$ cat config.mk
export PLATFORM = sky130hd
export DESIGN_NAME = irn_queue
export DESIGN_NICKNAME = d
export VERILOG_FILES = /design/src/rtl/core/irn_pkg.sv /design/src/rtl/core/irn_queue.sv
export SDC_FILE = /design/constraint.sdc
export NUM_CORES = 1
export LEC_CHECK = 0
export ABC_AREA = 1
export BUFFER_PORTS_ARGS = -buffer_cell sky130_fd_sc_hd__buf_2
export CORE_AREA = 2 2 132 134
export CTS_CLUSTER_SIZE = 12
export DETAILED_ROUTE_END_ITERATION = 7
export DIE_AREA = 0 0 134 136
export PLACE_DENSITY = 0.75
export SLEW_MARGIN = 20
export SYNTH_ARGS = -nofsm -noshare
export SYNTH_HDL_FRONTEND = slang
export SYNTH_SLANG_ARGS = --single-unit
$ cat constraint.sdc
create_clock -name i_clk -period 3.2 [get_ports i_clk]
set_input_delay 0.64 -clock i_clk [delete_from_list [all_inputs] [get_ports i_clk]]
set_output_delay 0.64 -clock i_clk [all_outputs]
set_load 0.01 [all_outputs]
$ cat src/rtl/core/irn_pkg.sv
// shared types and constants of the nearest-neighbor rotator
package irn_pkg;

    localparam int DEF_MAX_WIDTH  = 128;
    localparam int DEF_MAX_HEIGHT = 128;

    localparam int CFG_IDX_W  = 8;
    localparam int CFG_DATA_W = 16;
    localparam int SIZE_W     = 8;
    localparam int TRIG_W     = 16;
    localparam int POS_W      = 7;
    localparam int PIX_W      = 4;

    // rotation datapath
    localparam int DIFF_W     = 10;
    localparam int PROD_W     = TRIG_W + DIFF_W;
    localparam int SUM_W      = PROD_W + 1;
    localparam int FRAC_W     = 15;
    localparam int CRD_W      = SUM_W - FRAC_W;
    localparam int ROUND_HALF = 1 << (FRAC_W - 1);

    // queue between front and back
    localparam int Q_DEPTH = 8;
    localparam int Q_PTR_W = $clog2(Q_DEPTH);
    localparam int Q_CNT_W = $clog2(Q_DEPTH + 1);

    localparam logic [SIZE_W-1:0] RST_WIDTH  = 8'd120;
    localparam logic [SIZE_W-1:0] RST_HEIGHT = 8'd120;
    localparam logic [TRIG_W-1:0] RST_COS    = 16'sd16384;
    localparam logic [TRIG_W-1:0] RST_SIN    = 16'sd0;

    typedef enum logic [CFG_IDX_W-1:0] {
        REG_WIDTH  = 8'd0,
        REG_HEIGHT = 8'd1,
        REG_COS    = 8'd2,
        REG_SIN    = 8'd3
    } t_cfg_reg;

    typedef enum logic {
        ACT_WRITE = 1'b0,
        ACT_QUERY = 1'b1
    } t_action;

    typedef struct packed {
        t_action          action;
        logic [POS_W-1:0] pos_x;
        logic [POS_W-1:0] pos_y;
        logic [PIX_W-1:0] pixel_in;
    } t_item;

    typedef struct packed {
        logic [PIX_W-1:0] pixel_out;
        logic             inside_res;
    } t_res;

    typedef struct packed {
        logic [SIZE_W-1:0]        image_width;
        logic [SIZE_W-1:0]        image_height;
        logic signed [TRIG_W-1:0] cos_value;
        logic signed [TRIG_W-1:0] sin_value;
    } t_cfg;

    // hit: store enable on a write, mapped point inside the image on a query
    typedef struct packed {
        t_action           kind;
        logic              hit;
        logic [SIZE_W-1:0] col;
        logic [SIZE_W-1:0] row;
        logic [PIX_W-1:0]  pixel;
    } t_cmd;

endpackage

$ cat src/rtl/core/irn_queue.sv
// small command queue between the front end and the frame store
module irn_queue (
    input  logic                        i_clk,
    input  logic                        i_rst_n,
    input  logic                        i_push,
    input  irn_pkg::t_cmd               i_cmd,
    input  logic                        i_pop,
    output logic                        o_valid,
    output irn_pkg::t_cmd               o_cmd,
    output logic [irn_pkg::Q_CNT_W-1:0] o_level
);
    import irn_pkg::*;

    t_cmd               r_slot [Q_DEPTH];
    logic [Q_PTR_W-1:0] r_wr_ptr, r_rd_ptr;
    logic [Q_CNT_W-1:0] r_count;

    assign o_valid = r_count != '0;
    assign o_cmd   = r_slot[r_rd_ptr];
    assign o_level = r_count;

    // the front end reserves room before it takes a word, so a push never overflows
    always_ff @(posedge i_clk) begin
        if (!i_rst_n) begin
            r_wr_ptr <= '0;
            r_rd_ptr <= '0;
            r_count  <= '0;
        end else begin
            if (i_push) begin
                r_wr_ptr <= r_wr_ptr + Q_PTR_W'(1);
            end
            if (i_pop) begin
                r_rd_ptr <= r_rd_ptr + Q_PTR_W'(1);
            end
            r_count <= r_count + Q_CNT_W'(i_push) - Q_CNT_W'(i_pop);
        end
    end

    always_ff @(posedge i_clk) begin
        if (i_push) begin
            r_slot[r_wr_ptr] <= i_cmd;
        end
    end

endmodule

==> results list <==
* Initial antenna violation count: 1
- At the worst endpoint, the arrival time is 2.19 ns.
- RD Place Congestion: 0.7356
- Final Slew Violations: 0
- Once detailed placement completed, the half-perimeter wirelength came to 9443 um.
* Number of global-route vias before repair: 5155
* Placed Cells: 1100
- At the pin with the least slew margin, the transition time is 0.9577 ns.
- Detailed-route wire length per cell: 14.24 um
- By area the synthesized netlist is led by sky130_fd_sc_hd__edfxtp_1 (64%), sky130_fd_sc_hd__nand2_1 (14%), sky130_fd_sc_hd__inv_1 (8.7%).
* Clk_lat worst skew: 0.43 ns
* Floorplan row count: 48
- Root Driver: sky130_fd_sc_hd__clkbuf_16
- At the worst endpoint, the required time is 2.56 ns.
- Portion of synthesized cell area occupied by the leading cell type: 0.6391
- The total overflow left after global routing is 0.
* TritonRoute pass-1 iters: 5
* Pwr dens: 585.7 mW/mm^2
- Chip width: 134 um
* Clock buffer count from CTS: 17
- Final clock skew: 0.007576 ns
* Per-instance average area after synthesis: 9.844 sq um
* Category of the worst setup path capture point: output port
- The analysis attributes to cell leakage a power of 4.321 nW.
* Run status: finished, final reports clean
* Worst hold margin: 0.4746 ns
- Area added between synthesis and finish: 13.19%
- Once detail routing completed, the nets flagged for antenna violations numbered 0.
* Yosys warning total: 0
- Wire length of the first global-routing pass: 25390 um
* IR drop worst, VDD: 0.3480 mV
- Part of the Yosys area used for sequential elements: 0.6706
* Post-CTS clock slew at the launch and capture registers of the worst setup and hold paths: 0.07 ns
* Initial standard-cell utilization of the core: 0.4900
* Critical path startpoint category: flop
- Quantity of I/O buffers inserted on ports: 52
- In the final timing run, aggregate negative setup slack is 0 ns.
* Critical path class: flop to output port
- Sinks on Clock Net: 189
- Detail-routed via count per cell: 4.756
* Total via count after detailed routing: 5384
- Number of gates resized after cts: 0
* Clock tree from TritonCTS: built
- Cell taking the most area after synthesis: sky130_fd_sc_hd__edfxtp_1
* Post-cts hold buffer count: 0
- The hold violation count in the final report came to 0.
* Final wirelength: 16120 um
- Summing every instance area after synthesis gives 0.008269 sq mm.
- Synthesis produced 840 cells.
- Setup violations remaining at the end of the flow were counted as 0.
- Across the run, the number of max-cap violations was 0.
- For this run, the total global-route usage over all layers was measured as 0.1854.
* Total die area: 0.01822 sq mm
* Pint: 4.144 mW
* Max Buffers Root-to-Sink: 2
* Register-to-register setup slack: 1.36 ns
- Achievable clock frequency: 353.8 MHz
* Remaining DRCs: 0
* Distinct cell type count after synthesis: 18
* Worst slew margin: 0.3615
* Share of cells above drive strength 1: 0.1214
* I/O pin count: 53
- Flip-flop and latch count after synthesis: 189
- Fill cell total of the finished layout: 1385
- The clock period could shrink to 2.827 ns.
- CP max FO: 88
- Hold Crit Class: primary input to flop
- Entering global routing, the biggest net connects 89 pins.
- Seq pwr share: 0.511
* Power share of the clock group: 0.369
- Core Footprint: 0.01688 sq mm
* Number of nets in the finished design: 928
- Post-route insts no fill: 1132
- Summed over all nets, the switching power comes to 1.338 mW.
- Floorplan die height: 136 um
* Post-CTS setup-driven buffer insertion count: 0
- Fraction of power spent switching nets: 0.2441
- The H-tree was split into 4 levels.
- Number of DRC violations after detailed-routing iteration 0: 453
* Syn Nets: 874
* Gate power share: 0.120
- Share of the clock period used by the worst path after layout: 0.8833
- Setup repair after global routing left no endpoint under its margin.
-- cells in the mapped netlist, drive strengths merged --
cell,count
xnor2,1
nand3,91
edfxtp,176
nand2,298
inv,194
clkbuf,4
or2,2
ha,7
a21oi,7
nor2,14
buf,28
o21ai,4
fa,1
dfxtp,13
-- critical path, stage by stage, from the launching register on --
cell	delay, ns
sky130_fd_sc_hd__dfxtp_2	0.33
sky130_fd_sc_hd__buf_4	0.72
sky130_fd_sc_hd__nand2_1	0.14
sky130_fd_sc_hd__nand3_1	0.12
sky130_fd_sc_hd__nand2_1	0.08
sky130_fd_sc_hd__nand2_1	0.09
sky130_fd_sc_hd__nand2_1	0.09
sky130_fd_sc_hd__buf_2	0.14
-- metrics by stage --
stage          area [sq um]  total power, mW    util  setup slack [ns]
4_1_cts                9358            5.518  0.5545            0.3633
3_3_place_gp           8786            3.498  0.5206            0.8353
3_5_place_dp           8786            3.514  0.5206            0.8495
5_1_grt                9358            5.694  0.5545            0.2219
2_1_floorplan          8269            3.296       -            0.8484
6_report               9360            5.482  0.5546            0.3734
-- sequential cells by signal, summed over array words and instances (netlist names), named ones only --
name,cells
r_slot,176
o_level,4
r_rd_ptr,3
r_wr_ptr,3
-- power by group through the flow --
stage / Sequential (mW) / Clock, mW / Combinational, mW
2_1_floorplan: 2.86 / 0 / 0.436
3_3_place_gp: 2.85 / 0 / 0.645
3_5_place_dp: 2.86 / 0 / 0.659
4_1_cts: 2.80 / 2.05 / 0.666
5_1_grt: 2.81 / 2.13 / 0.752
6_report: 2.80 / 2.02 / 0.656
-- worst paths after layout --
path / cells after the start / end / start
max: 7 / o_cmd[12] / flop
min: 1 / r_slot[4][5] / i_cmd[5]
max reg2reg: 3 / r_slot[2][3] / r_wr_ptr[0]
min reg2reg: 2 / r_wr_ptr[0] / r_wr_ptr[0]
-- per-layer routing --
| layer | wire length (um) | global-route usage | up-vias |
|---|---|---|---|
| met2 | 8135 | 0.3174 | 156 |
| met5 | 0 | 0 | - |
| met1 | 6804 | 0.2271 | 2489 |
| met3 | 887 | 0.04810 | 28 |
| met4 | 288 | 0.06974 | 0 |
| li1 | - | - | 2711 |
-- cells in the final DEF (no fill, tap or decap), drive strengths merged --
cell type	count
a21oi	7
inv	196
dfxtp	13
clkinvlp	6
diode	1
fa	1
nand2	298
buf	67
nand3	91
nor2	14
edfxtp	176
or2	2
clkinv	4
ha	7
o21ai	4
clkbuf	17
bufinv	2
xnor2	1
-- layout make-up --
type / count / area [sq um] / area share
Sequential cell: 189 / 5548 / 0.5927
Clock inverter: 14 / 146.4 / 0.01564
Clock buffer: 17 / 425.4 / 0.04545
Timing Repair Buffer: 67 / 397.9 / 0.04251
Multi-Input combinational cell: 425 / 1831 / 0.1956
Antenna cell: 1 / 2.502 / 0.0002673
Tap cell: 225 / 281.5 / 0.03008
Inverter: 194 / 728.2 / 0.07780
-- kinds of logic (layout without fill, tap and decap cells) --
kind of cell / Yosys count / in the layout / synth area share
AO/OA/AOI/OAI: 11 / 11 / 0.006657
XOR/XNOR: 1 / 1 / 0.001059
adder cells (fa/ha/maj): 8 / 8 / 0.01301
buffers and inverters: 226 / 292 / 0.1105
flip-flops: 189 / 189 / 0.6706
other: 0 / 1 / 0
AND/OR/NAND/NOR: 405 / 405 / 0.1982
Note: power is estimated with default switching activity, not from simulation.
