`config.mk`:
```
export PLATFORM = sky130hd
export DESIGN_NAME = irn_front
export DESIGN_NICKNAME = d
export VERILOG_FILES = /design/src/rtl/core/irn_pkg.sv /design/src/rtl/core/irn_front.sv
export SDC_FILE = /design/constraint.sdc
export NUM_CORES = 2
export LEC_CHECK = 0
export BUFFER_PORTS_ARGS = -buffer_cell sky130_fd_sc_hd__clkbuf_2
export CAP_MARGIN = 20
export CORE_ASPECT_RATIO = 1.5
export CORE_MARGIN = 8
export CORE_UTILIZATION = 60
export CTS_CLUSTER_SIZE = 14
export DETAILED_ROUTE_END_ITERATION = 10
export PLACE_DENSITY = 0.77
export SYNTH_ARGS = -nofsm -noshare
export SYNTH_HDL_FRONTEND = slang
export SYNTH_SLANG_ARGS = --single-unit
```
`constraint.sdc`:
```
create_clock -name i_clk -period 6.8 [get_ports i_clk]
set_input_delay 0 -clock i_clk [delete_from_list [all_inputs] [get_ports i_clk]]
set_output_delay 0 -clock i_clk [all_outputs]
set_load 0.1 [all_outputs]
```
`src/rtl/core/irn_pkg.sv`:
```
// shared types and constants of the nearest-neighbor rotator
package irn_pkg;

    localparam int DEF_MAX_WIDTH  = 128;
    localparam int DEF_MAX_HEIGHT = 128;

    localparam int CFG_IDX_W  = 8;
    localparam int CFG_DATA_W = 16;
    localparam int SIZE_W     = 8;
    localparam int TRIG_W     = 16;
    localparam int POS_W      = 7;
    localparam int PIX_W      = 4;

    // rotation datapath
    localparam int DIFF_W     = 10;
    localparam int PROD_W     = TRIG_W + DIFF_W;
    localparam int SUM_W      = PROD_W + 1;
    localparam int FRAC_W     = 15;
    localparam int CRD_W      = SUM_W - FRAC_W;
    localparam int ROUND_HALF = 1 << (FRAC_W - 1);

    // queue between front and back
    localparam int Q_DEPTH = 8;
    localparam int Q_PTR_W = $clog2(Q_DEPTH);
    localparam int Q_CNT_W = $clog2(Q_DEPTH + 1);

    localparam logic [SIZE_W-1:0] RST_WIDTH  = 8'd120;
    localparam logic [SIZE_W-1:0] RST_HEIGHT = 8'd120;
    localparam logic [TRIG_W-1:0] RST_COS    = 16'sd16384;
    localparam logic [TRIG_W-1:0] RST_SIN    = 16'sd0;

    typedef enum logic [CFG_IDX_W-1:0] {
        REG_WIDTH  = 8'd0,
        REG_HEIGHT = 8'd1,
        REG_COS    = 8'd2,
        REG_SIN    = 8'd3
    } t_cfg_reg;

    typedef enum logic {
        ACT_WRITE = 1'b0,
        ACT_QUERY = 1'b1
    } t_action;

    typedef struct packed {
        t_action          action;
        logic [POS_W-1:0] pos_x;
        logic [POS_W-1:0] pos_y;
        logic [PIX_W-1:0] pixel_in;
    } t_item;

    typedef struct packed {
        logic [PIX_W-1:0] pixel_out;
        logic             inside_res;
    } t_res;

    typedef struct packed {
        logic [SIZE_W-1:0]        image_width;
        logic [SIZE_W-1:0]        image_height;
        logic signed [TRIG_W-1:0] cos_value;
        logic signed [TRIG_W-1:0] sin_value;
    } t_cfg;

    // hit: store enable on a write, mapped point inside the image on a query
    typedef struct packed {
        t_action           kind;
        logic              hit;
        logic [SIZE_W-1:0] col;
        logic [SIZE_W-1:0] row;
        logic [PIX_W-1:0]  pixel;
    } t_cmd;

endpackage

```
`src/rtl/core/irn_front.sv`:
```
// front end: accepts words, maps query coordinates back into the source image
module irn_front #(
    parameter int MAX_WIDTH  = irn_pkg::DEF_MAX_WIDTH,
    parameter int MAX_HEIGHT = irn_pkg::DEF_MAX_HEIGHT
) (
    input  logic                          i_clk,
    input  logic                          i_rst_n,
    input  logic                          i_valid,
    output logic                          o_stall,
    input  irn_pkg::t_item                i_item,
    input  irn_pkg::t_cfg                 i_cfg,
    input  logic [irn_pkg::Q_CNT_W-1:0]   i_q_level,
    output logic                          o_push,
    output irn_pkg::t_cmd                 o_cmd
);
    import irn_pkg::*;

    localparam int LIM_W = $clog2(MAX_WIDTH + MAX_HEIGHT + 1) + SIZE_W;
    localparam logic [LIM_W-1:0] LIM_X = LIM_W'(MAX_WIDTH);
    localparam logic [LIM_W-1:0] LIM_Y = LIM_W'(MAX_HEIGHT);

    function automatic logic [SIZE_W-1:0] eff_size(input logic [SIZE_W-1:0] v,
                                                   input logic [LIM_W-1:0] lim);
        logic [SIZE_W-1:0] r;
        if (v == '0) begin
            r = SIZE_W'(1);
        end else if (LIM_W'(v) > lim) begin
            r = lim[SIZE_W-1:0];
        end else begin
            r = v;
        end
        return r;
    endfunction

    logic                     acc;
    logic [SIZE_W-1:0]        w_eff, h_eff, wm1, hm1;
    logic signed [DIFF_W-1:0] dx, dy;
    logic                     in_hit;

    // stage 1: decode and centre offsets
    logic                     r1_valid;
    t_action                  r1_kind;
    logic                     r1_hit;
    logic [POS_W-1:0]         r1_col, r1_row;
    logic [PIX_W-1:0]         r1_pix;
    logic [SIZE_W-1:0]        r1_wm1, r1_hm1;
    logic signed [DIFF_W-1:0] r1_dx, r1_dy;

    // stage 2: products
    logic                     r2_valid;
    t_action                  r2_kind;
    logic                     r2_hit;
    logic [POS_W-1:0]         r2_col, r2_row;
    logic [PIX_W-1:0]         r2_pix;
    logic [SIZE_W-1:0]        r2_wm1, r2_hm1;
    logic signed [PROD_W-1:0] r2_s_dx, r2_c_dy, r2_c_dx, r2_s_dy;
    logic signed [PROD_W-1:0] n_s_dx, n_c_dy, n_c_dx, n_s_dy;

    // stage 3: sums
    logic                     r3_valid;
    t_action                  r3_kind;
    logic                     r3_hit;
    logic [POS_W-1:0]         r3_col, r3_row;
    logic [PIX_W-1:0]         r3_pix;
    logic [SIZE_W-1:0]        r3_wm1, r3_hm1;
    logic signed [SUM_W-1:0]  r3_nx, r3_ny;
    logic signed [SUM_W-1:0]  e_s_dx, e_c_dy, e_c_dx, e_s_dy, bias_x, bias_y;
    logic signed [SUM_W-1:0]  n_nx, n_ny;

    // rounding and bounds check ahead of the queue
    logic [SUM_W-1:0]         rx, ry;
    logic [CRD_W-1:0]         sx, sy;
    logic                     x_in, y_in;
    logic [Q_CNT_W:0]         occupancy;

    assign occupancy = (Q_CNT_W + 1)'(i_q_level) + (Q_CNT_W + 1)'(r1_valid)
                     + (Q_CNT_W + 1)'(r2_valid) + (Q_CNT_W + 1)'(r3_valid);
    assign o_stall   = occupancy >= (Q_CNT_W + 1)'(Q_DEPTH);
    assign acc       = i_valid && !o_stall;

    always_comb begin
        w_eff = eff_size(i_cfg.image_width, LIM_X);
        h_eff = eff_size(i_cfg.image_height, LIM_Y);
        wm1   = w_eff - SIZE_W'(1);
        hm1   = h_eff - SIZE_W'(1);
        dx    = $signed(DIFF_W'({i_item.pos_x, 1'b0})) - $signed(DIFF_W'(wm1));
        dy    = $signed(DIFF_W'({i_item.pos_y, 1'b0})) - $signed(DIFF_W'(hm1));
        if (i_item.action == ACT_WRITE) begin
            in_hit = (LIM_W'(i_item.pos_x) < LIM_X) && (LIM_W'(i_item.pos_y) < LIM_Y);
        end else begin
            in_hit = (SIZE_W'(i_item.pos_x) < w_eff) && (SIZE_W'(i_item.pos_y) < h_eff);
        end
    end

    always_comb begin
        n_s_dx = i_cfg.sin_value * r1_dx;
        n_c_dy = i_cfg.cos_value * r1_dy;
        n_c_dx = i_cfg.cos_value * r1_dx;
        n_s_dy = i_cfg.sin_value * r1_dy;
    end

    always_comb begin
        e_s_dx = r2_s_dx;
        e_c_dy = r2_c_dy;
        e_c_dx = r2_c_dx;
        e_s_dy = r2_s_dy;
        bias_x = SUM_W'({r2_wm1, {(FRAC_W - 1){1'b0}}});
        bias_y = SUM_W'({r2_hm1, {(FRAC_W - 1){1'b0}}});
        n_nx   = bias_x + e_s_dx + e_c_dy;
        n_ny   = bias_y - e_c_dx + e_s_dy;
    end

    // half away from zero: add one half, less one when negative, then floor
    always_comb begin
        rx   = r3_nx + SUM_W'(ROUND_HALF) - SUM_W'(r3_nx[SUM_W-1]);
        ry   = r3_ny + SUM_W'(ROUND_HALF) - SUM_W'(r3_ny[SUM_W-1]);
        sx   = rx[SUM_W-1:FRAC_W];
        sy   = ry[SUM_W-1:FRAC_W];
        x_in = !sx[CRD_W-1] && (sx <= CRD_W'(r3_wm1));
        y_in = !sy[CRD_W-1] && (sy <= CRD_W'(r3_hm1));
    end

    always_comb begin
        o_push      = r3_valid;
        o_cmd.kind  = r3_kind;
        o_cmd.pixel = r3_pix;
        if (r3_kind == ACT_QUERY) begin
            o_cmd.hit = r3_hit && x_in && y_in;
            o_cmd.col = sx[SIZE_W-1:0];
            o_cmd.row = sy[SIZE_W-1:0];
        end else begin
            o_cmd.hit = r3_hit;
            o_cmd.col = SIZE_W'(r3_col);
            o_cmd.row = SIZE_W'(r3_row);
        end
    end

    always_ff @(posedge i_clk) begin
        if (!i_rst_n) begin
            r1_valid <= 1'b0;
            r2_valid <= 1'b0;
            r3_valid <= 1'b0;
        end else begin
            r1_valid <= acc;
            r2_valid <= r1_valid;
            r3_valid <= r2_valid;
        end
    end

    always_ff @(posedge i_clk) begin
        r1_kind <= i_item.action;
        r1_hit  <= in_hit;
        r1_col  <= i_item.pos_x;
        r1_row  <= i_item.pos_y;
        r1_pix  <= i_item.pixel_in;
        r1_wm1  <= wm1;
        r1_hm1  <= hm1;
        r1_dx   <= dx;
        r1_dy   <= dy;

        r2_kind <= r1_kind;
        r2_hit  <= r1_hit;
        r2_col  <= r1_col;
        r2_row  <= r1_row;
        r2_pix  <= r1_pix;
        r2_wm1  <= r1_wm1;
        r2_hm1  <= r1_hm1;
        r2_s_dx <= n_s_dx;
        r2_c_dy <= n_c_dy;
        r2_c_dx <= n_c_dx;
        r2_s_dy <= n_s_dy;

        r3_kind <= r2_kind;
        r3_hit  <= r2_hit;
        r3_col  <= r2_col;
        r3_row  <= r2_row;
        r3_pix  <= r2_pix;
        r3_wm1  <= r2_wm1;
        r3_hm1  <= r2_hm1;
        r3_nx   <= n_nx;
        r3_ny   <= n_ny;
    end

endmodule

```
==> metrics.cfg <==
[synthesis]
synth_area_mm2=0.0321
synth.area.mux_share=0.00644
synth-seq-cells=281
async_flop_share=0
synth_top_family_by_area=adder cells
synthTopCellsByArea=fa_1 31%, dfxtp_1 18%, ha_1 15%
synth-simple-area-share=0.152
synth_compound_area_frac=0.0824
synthAdderAreaFrac=0.461
ys.warnings.count=0
avgSynthCellArea_um2=9.40
synth_edf_count=0
synth.largest_area_cell=fa_1
netlist.area_leader.share=0.310
synthFlopType=dfxtp_1
syn_inst=3411
synth_xor_area_frac=0.0456
synth_cell_types=69
ys_seq_area_frac=0.175

[placement]
place_hpwl_mm=58.7
io_buffers=97
place.gp.congestion=0.872

[timing]
fin_crit_sh=0.886
setup-violations-final=0
holdWs_ns=0.0849
setup-tns-final_ns=0
fin_skew_ns=0.0222
slew_viol_final=0
rsz0062_at_grt=false
max_slew.worst_pin.slew_ns=1.06
relSlewSlack=0.289
fmax_mhz=166
final.min_clock_period_ns=6.02
hold_viol=0

[global_routing]
grt_first_pass_wirelength_mm=123
track_usage=0.248
grt_max_degree=33
grt_pass1_vias=24900
gr-total-overflow=0
antenna_found_initial=4

[floorplan]
ios=98
start_util=0.603
rows=104
die_h_um=299
dieArea_mm2=0.0612
fp.coreArea_mm2=0.0532
fp.dieW_um=205

[route]
drt-pass1-iter-count=6
drt_iter0_markers=1114
routed_wl_mm=73.6
via_count=23500
postRouteAntennaNets=0
post-route-drc-count=0
wl_per_cell_um=17.4
via_per_inst=5.56

[outcome]
status=finished clean

[critical_path]
slowest_stage=dfxtp_1
critPathKind=flip-flop to flip-flop
required_ns=7.23
slowest_delay_ns=0.86
crit_family=adder cells
start_kind=flip-flop
crit_chain=buf_4, nand2_1, fa_1, inv_1, fa_1, fa_1, fa_1, ha_1, ha_1, a21o_1, a21oi_1, nand2_1, o21ai_1, o21ai_0, o211ai_1, a21oi_1, o41ai_2, xnor2_1
cp.arrival_ns=6.45
cp-end-kind=flip-flop
crit_top_cell=fa_1
crit_buf_inv=2
path_max_fanout=18

[clocking]
root_buffer=clkbuf_16
htree_levels=1
cts_setup_buffers=0
clk_latency_ns=0.56
cts_tree=yes
path_clk_slew_ns=0.07
clk_path_buf_depth=3
cts_made_buffers=27
cts_num_sinks=281

[cells_and_area]
drive_above_1_share=0.0569
nets=4474
areaGrowthSynthToFinish_pct=8.00

[worst_hold_path]
holdCritPathClass=primary input to flip-flop

[flow_run]
maxCapViolCount=0

-- layer usage --
metal	GRT usage	share of wire
met5	0	0.00057
met4	0.130	0.060
met3	0.0284	0.056
met2	0.441	0.51
met1	0.289	0.38
-- cell type report --
cell class / instances / area (um^2)
Sequential cell: 281 / 5630
Timing Repair Buffer: 170 / 1180
Tap cell: 689 / 862
Fill cell: 4268 / 18600
Multi-Input combinational cell: 2474 / 24000
Clock buffer: 35 / 756
Clock inverter: 11 / 121
Inverter: 562 / 2110
Antenna cell: 1 / 2.50
-- cell usage in the layout, fill, tap and decap left out, types with 50 or more instances in the layout --
master,n
ha_1,388
dfxtp_1,281
a21oi_1,115
nor2_1,181
xnor2_1,134
clkbuf_2,97
dlygate4sd3_1,50
and2_1,266
o21ai_0,77
nand2_1,336
inv_1,560
fa_1,496
-- state kept, by name (all words and copies together), names as in the netlist, 9 cells and up --
signal	cells
r2_c_dx	25
r1_dx	9
r2_c_dy	25
r1_dy	9
r2_s_dy	25
r2_s_dx	25
r3_nx	27
r3_ny	27
-- kinds of logic after synthesis --
family	count (synthesis)
adder cells (fa/ha/maj)	884
XOR/XNOR	167
buffers and inverters	658
AND/OR/NAND/NOR	997
multiplexers	19
flip-flops	281
other	2
AO/OA/AOI/OAI	403
-- final timing paths --
check	start	cells past startpoint	slack [ns]	end
setup / recovery	r1_dy[0]	18	0.78	r2_c_dy[24]
hold / removal	i_item[0]	2	0.08	r1_pix[0]
setup reg to reg	r1_dy[0]	18	0.78	r2_c_dy[24]
hold reg to reg	r2_col[3]	0	0.32	r3_col[3]
-- metrics by stage --
| stage | setup slack, ns | instances | utilization | area [um^2] |
|---|---|---|---|---|
| 3_5_place_dp | 0.801 | 4125 | 0.624 | 33200 |
| 6_report | 0.776 | 4223 | 0.651 | 34600 |
| 5_1_grt | 0.429 | 4222 | 0.651 | 34600 |
| 3_3_place_gp | 0.911 | 4125 | 0.624 | 33200 |
| 2_1_floorplan | 1.53 | 3413 | - | 32100 |
| 4_1_cts | 0.799 | 4221 | 0.650 | 34600 |
-- what timing repair did --
item / in CTS / in global routing
hold endpoints to repair: 56 / 0
resized for setup: 0 / 0
hold buffers: 50 / 0
-- synthesized netlist by cell type, drive strengths merged, types with 18 or more instances --
| master | number |
|---|---|
| a31oi | 18 |
| inv | 560 |
| o21ai | 84 |
| nor2 | 181 |
| fa | 496 |
| a211oi | 20 |
| nand3 | 40 |
| xnor2 | 134 |
| and3 | 23 |
| ha | 388 |
| nand2 | 336 |
| o21bai | 18 |
| dfxtp | 281 |
| nand2b | 36 |
| o21a | 25 |
| and2 | 266 |
| o211ai | 18 |
| clkbuf | 95 |
| nor3 | 41 |
| a21o | 36 |
| a21oi | 120 |
| xor2 | 33 |
| nor2b | 22 |
Power is left out: the tool's default activity adds up to more than one toggle a clock period on the data nets, which glitch-free logic cannot reach.
